`src/assert_macros.svh`:
```
// Assertion helpers included by the top-level unit.
`ifndef ASSERT_MACROS_SVH
`define ASSERT_MACROS_SVH

// Clocked property check, disabled while reset is asserted.
`define DPWM_ASSERT(lbl, clk, rst_n, prop, msg) \
    lbl: assert property (@(posedge clk) disable iff (!rst_n) prop) else $error(msg);

// Condition that must never be true.
`define DPWM_ASSERT_NEVER(lbl, clk, rst_n, cond, msg) \
    `DPWM_ASSERT(lbl, clk, rst_n, !(cond), msg)

`endif

```
`src/dpwm_pkg.sv`:
```
// ----------------------------------------------------------------------------
// dpwm_pkg
// Shared types and constants of the debounce and pulse width monitor.
// ----------------------------------------------------------------------------
package dpwm_pkg;

    localparam int NUM_PINS_DEF = 32;
    localparam int PIN_W        = 5;
    localparam int TIME_W       = 32;
    localparam int CNT_W        = 8;
    localparam int CFG_IDX_W    = 2;
    localparam int CFG_DATA_W   = 32;
    localparam int QUEUE_DEPTH  = 2;

    localparam logic [CFG_IDX_W-1:0] REG_DEBOUNCE_LIMIT = 2'd0;
    localparam logic [CFG_IDX_W-1:0] REG_STALE_TIMEOUT  = 2'd1;
    localparam logic [CFG_IDX_W-1:0] REG_INVERT_MASK    = 2'd2;

    localparam logic [CNT_W-1:0]  LIMIT_RST   = 8'd3;
    localparam logic [TIME_W-1:0] TIMEOUT_RST = 32'd86400000;

    localparam logic [1:0] EDGE_NONE = 2'd0;
    localparam logic [1:0] EDGE_RISE = 2'd1;
    localparam logic [1:0] EDGE_FALL = 2'd2;

    typedef enum logic [1:0] {
        OP_SAMPLE = 2'd0,
        OP_CLEAR  = 2'd1,
        OP_NULL   = 2'd2
    } op_t;

    typedef struct packed {
        op_t               op;
        logic [PIN_W-1:0]  pin;
        logic              raw;
        logic [TIME_W-1:0] now;
    } item_t;

    typedef struct packed {
        logic  valid;
        item_t item;
    } push_t;

    typedef struct packed {
        logic valid;
        logic full;
    } queue_stat_t;

    typedef struct packed {
        logic [CNT_W-1:0]  limit;
        logic [TIME_W-1:0] timeout;
        logic [31:0]       invert;
    } cfg_t;

endpackage

```
`src/dpwm_queue.sv`:
```
// ----------------------------------------------------------------------------
// dpwm_queue
// Short FIFO between the front and the back stage.
// ----------------------------------------------------------------------------
module dpwm_queue (
    input  logic                  aclk,
    input  logic                  aresetn,
    input  dpwm_pkg::push_t       push,
    input  logic                  pop,
    output dpwm_pkg::item_t       q_item,
    output dpwm_pkg::queue_stat_t q_stat
);

    localparam int PTR_W = (dpwm_pkg::QUEUE_DEPTH > 1) ? $clog2(dpwm_pkg::QUEUE_DEPTH) : 1;
    localparam int CNT_QW = $clog2(dpwm_pkg::QUEUE_DEPTH + 1);

    dpwm_pkg::item_t    mem_reg [dpwm_pkg::QUEUE_DEPTH];
    logic [PTR_W-1:0]   wr_ptr_reg, wr_ptr_next;
    logic [PTR_W-1:0]   rd_ptr_reg, rd_ptr_next;
    logic [CNT_QW-1:0]  count_reg, count_next;
    logic               do_push, do_pop;

    assign q_stat.valid = (count_reg != '0);
    assign q_stat.full  = (count_reg == CNT_QW'(dpwm_pkg::QUEUE_DEPTH));
    assign q_item       = mem_reg[rd_ptr_reg];
    assign do_push      = push.valid && !q_stat.full;
    assign do_pop       = pop && q_stat.valid;

    always_comb begin
        wr_ptr_next = wr_ptr_reg;
        rd_ptr_next = rd_ptr_reg;
        if (do_push) begin
            wr_ptr_next = (32'(wr_ptr_reg) == dpwm_pkg::QUEUE_DEPTH - 1) ? '0 : wr_ptr_reg + 1'b1;
        end
        if (do_pop) begin
            rd_ptr_next = (32'(rd_ptr_reg) == dpwm_pkg::QUEUE_DEPTH - 1) ? '0 : rd_ptr_reg + 1'b1;
        end
        count_next = count_reg + CNT_QW'(do_push) - CNT_QW'(do_pop);
    end

    always_ff @(posedge aclk) begin
        if (!aresetn) begin
            wr_ptr_reg <= '0;
            rd_ptr_reg <= '0;
            count_reg  <= '0;
        end else begin
            wr_ptr_reg <= wr_ptr_next;
            rd_ptr_reg <= rd_ptr_next;
            count_reg  <= count_next;
        end
    end

    always_ff @(posedge aclk) begin
        if (do_push) begin
            mem_reg[wr_ptr_reg] <= push.item;
        end
    end

endmodule

```
`config.mk`:
```
export PLATFORM = sky130hd
export DESIGN_NAME = dpwm_queue
export DESIGN_NICKNAME = d
export VERILOG_FILES = /design/src/assert_macros.svh /design/src/dpwm_pkg.sv /design/src/dpwm_queue.sv
export SDC_FILE = /design/constraint.sdc
export NUM_CORES = 1
export LEC_CHECK = 0
export BUFFER_PORTS_ARGS = -buffer_cell sky130_fd_sc_hd__buf_2
export CORE_MARGIN = 5
export CORE_UTILIZATION = 35
export DETAILED_ROUTE_END_ITERATION = 7
export GPL_TIMING_DRIVEN = 0
export SYNTH_ARGS = -nofsm -noshare
export SYNTH_HDL_FRONTEND = slang
export SYNTH_SLANG_ARGS = --single-unit
```
`constraint.sdc`:
```
create_clock -name aclk -period 4.75 [get_ports aclk]
set_input_delay 0.475 -clock aclk [delete_from_list [all_inputs] [get_ports aclk]]
set_output_delay 0.475 -clock aclk [all_outputs]
set_load 0.1 [all_outputs]
```
==> impl_metrics.toml <==
[outcome]
status = "finished clean"

[setup_path]
path_max_fanout = 10
cp.arrival_ns = 1.68
r2r_slack_ns = 3.00
cp_slowest_stage_delay_ns = 0.49
regToRegEndpoint = "mem_reg[0][34]"
crit_path_end_kind = "output pin"
crit_required_ns = 4.28
worstSetupPathType = "reg2out"
worstPathCellList = "buf_6, mux2_2, buf_2"
worst_r2r_path_depth = 4
worst_setup_path_start_kind = "flip-flop"
r2r_start = "count_reg[0]"
critPathSlowestCell = "dfxtp_1"

[routing]
drt-pass1-iter-count = 3
drt-total-wl_mm = 5.70
first_iter_violations = 47
routed_via_density = 4.48
final_antenna_net_count = 0
vias = 1617
drc = 0
wire_per_inst_um = 15.8

[cts]
cts_buffers = 9
post_cts_resized = 0
clk_latency_ns = 0.34
tritoncts = "yes"
cts_hold_repair.buffers = 0
post-cts-setup-buffer-count = 0
h-tree-depth = 3
clockBufferDepth = 2
numClockSinks = 85
path_clk_slew_ns = 0.08
root_buffer = "clkbuf_8"

[yosys]
synth.largest_area_cell = "edfxtp_1"
yosysUniqueCellTypes = 17
syn_inst = 151
synth_area_um2 = 3130
synth_top_cell_area_share_pct = 76.6
synth_area_leaders = "edfxtp_1 (77%), mux2_2 (14%), dfxtp_1 (3.2%)"
synth_most_common_cell = "edfxtp_1"
synthTopCellsByCount = "edfxtp_1 (80), mux2_2 (40), dfxtp_1 (5)"
avgSynthCellArea_um2 = 20.8
synth-seq-cells = 85
ys_seq_area_share_pct = 79.8
synthFlopType = "edfxtp_1"
synth-edff-count = 80
async_flop_share_pct = 0
yosysWarnings = 0
syn_nets = 197

[floorplan]
core_area_um2 = 8720
fp-row-count = 34
dieHeight_um = 105
dieArea_um2 = 10900
boundaryPins = 86
dieWidth_um = 105
start_util_pct = 35.9

[layout]
multi_input_area_um2 = 584
fill_cells = 761
drive_above_1_share_pct = 58.1
area_growth_pct = 27.2
largest_register_ffs = 80
design_area_um2 = 3990
fin_nets = 295
regArea_um2 = 2500
n_antenna_cell = 0

[global_route]
grt-ovfl-total = 0
grt_usage_pct = 10.6
grt_pass1_wl_mm = 8.99
grt_max_degree = 23
grtUsageMet2_pct = 17.9
grt_pass1_vias = 1759
grt_use_met3_pct = 2.40
grtUsageMet1_pct = 12.4
busiest_layer = "met2"
antenna_found_initial = 0

[worst_hold_path]
whs_endpoint = "mem_reg[0][26]"
min_path_type = "in2reg"
hold_path_depth = 1
holdCritStartpoint = "push[26]"

[timing]
finalSetupTns_ns = 0
setup_violations = 0
finalClockSkew_ns = 0.00573
rsz0062_at_grt = "no"
hold_violations = 0
tightest_slew_ns = 0.645
finalCriticalPeriod_ns = 2.16
final_max_slew_viol_count = 0
max_freq_mhz = 464
fin_crit_sh_pct = 45.4
slew_headroom_pct = 56.9

[place]
gp_congestion = 0.659
placed_area_um2 = 3760
hpwl_mm = 3.92
io_buffers = 85

[job]
cap_violations = 0
-- layout make-up --
class                   count  share of cell area, %
clock inverters             4                   2.45
plain buffers               4                   1.13
inverters                   3                  0.282
flip-flops and latches     85                   62.8
well taps                 108                   3.39
repair buffers             87                   12.0
clock buffers              11                   3.29
multi-input cells          59                   14.7
-- metal layers --
layer | wire length (um) | share of wire (%) | vias up
met3 | 275 | 4.8 | 8
li1 | - | - | 776
met2 | 2980 | 52 | 42
met4 | 99 | 1.7 | 0
met1 | 2340 | 41 | 791
met5 | 0 | 0 | -
-- through the flow --
stage	hold WS (ns)	cells	setup slack, ns	util, %
after floorplan	0.455	151	2.05	-
after global placement	0.469	344	0.817	42.4
after detailed placement	0.509	346	2.93	43.1
after CTS	0.287	361	2.53	45.7
after global routing	0.293	361	2.53	45.7
final	0.316	361	2.59	45.7
-- cell usage in the layout, fill, tap and decap left out --
| master | count |
|---|---|
| buf_6 | 4 |
| or2_2 | 1 |
| and3_2 | 1 |
| nor3_1 | 1 |
| clkinvlp_4 | 1 |
| buf_2 | 85 |
| nor2_4 | 1 |
| clkbuf_8 | 9 |
| nand2_1 | 2 |
| dfxtp_1 | 5 |
| xor2_1 | 1 |
| nor2_1 | 3 |
| buf_16 | 2 |
| and2_1 | 2 |
| clkbuf_1 | 2 |
| edfxtp_1 | 80 |
| o21a_1 | 1 |
| mux2_2 | 40 |
| mux2i_1 | 1 |
| nand2b_1 | 2 |
| bufinv_16 | 3 |
| xnor2_1 | 1 |
| ha_1 | 2 |
| inv_1 | 3 |
-- cell families after synthesis --
| logic type | share of synthesized area, % |
|---|---|
| simple gates | 2.08 |
| compound gates | 0.240 |
| mux | 14.7 |
| buf+inv | 1.80 |
| flops | 79.8 |
| xor+xnor | 0.559 |
| fa+ha+maj | 0.798 |
-- worst max-delay path by stage --
stage,start,end,slack [ns],cells past startpoint
2_1_floorplan,count_reg[0],mem_reg[0][0],2.05,3
3_3_place_gp,push[40],mem_reg[0][13],0.82,3
3_5_place_dp,flip-flop,q_item[27],2.93,3
4_1_cts,flip-flop,q_item[27],2.53,3
5_1_grt,flip-flop,q_item[25],2.53,3
6_report,flip-flop,q_item[28],2.59,3
-- worst max-delay path: cells and delay by family, from the launching register on --
| kind | cells | cell delay (ns) |
|---|---|---|
| buf+inv | 2 | 0.50 |
| flops | 1 | 0.49 |
| mux | 1 | 0.35 |
Power is not shown: default switching activity piles up to over one toggle a cycle in this logic, so the estimate is an artifact.
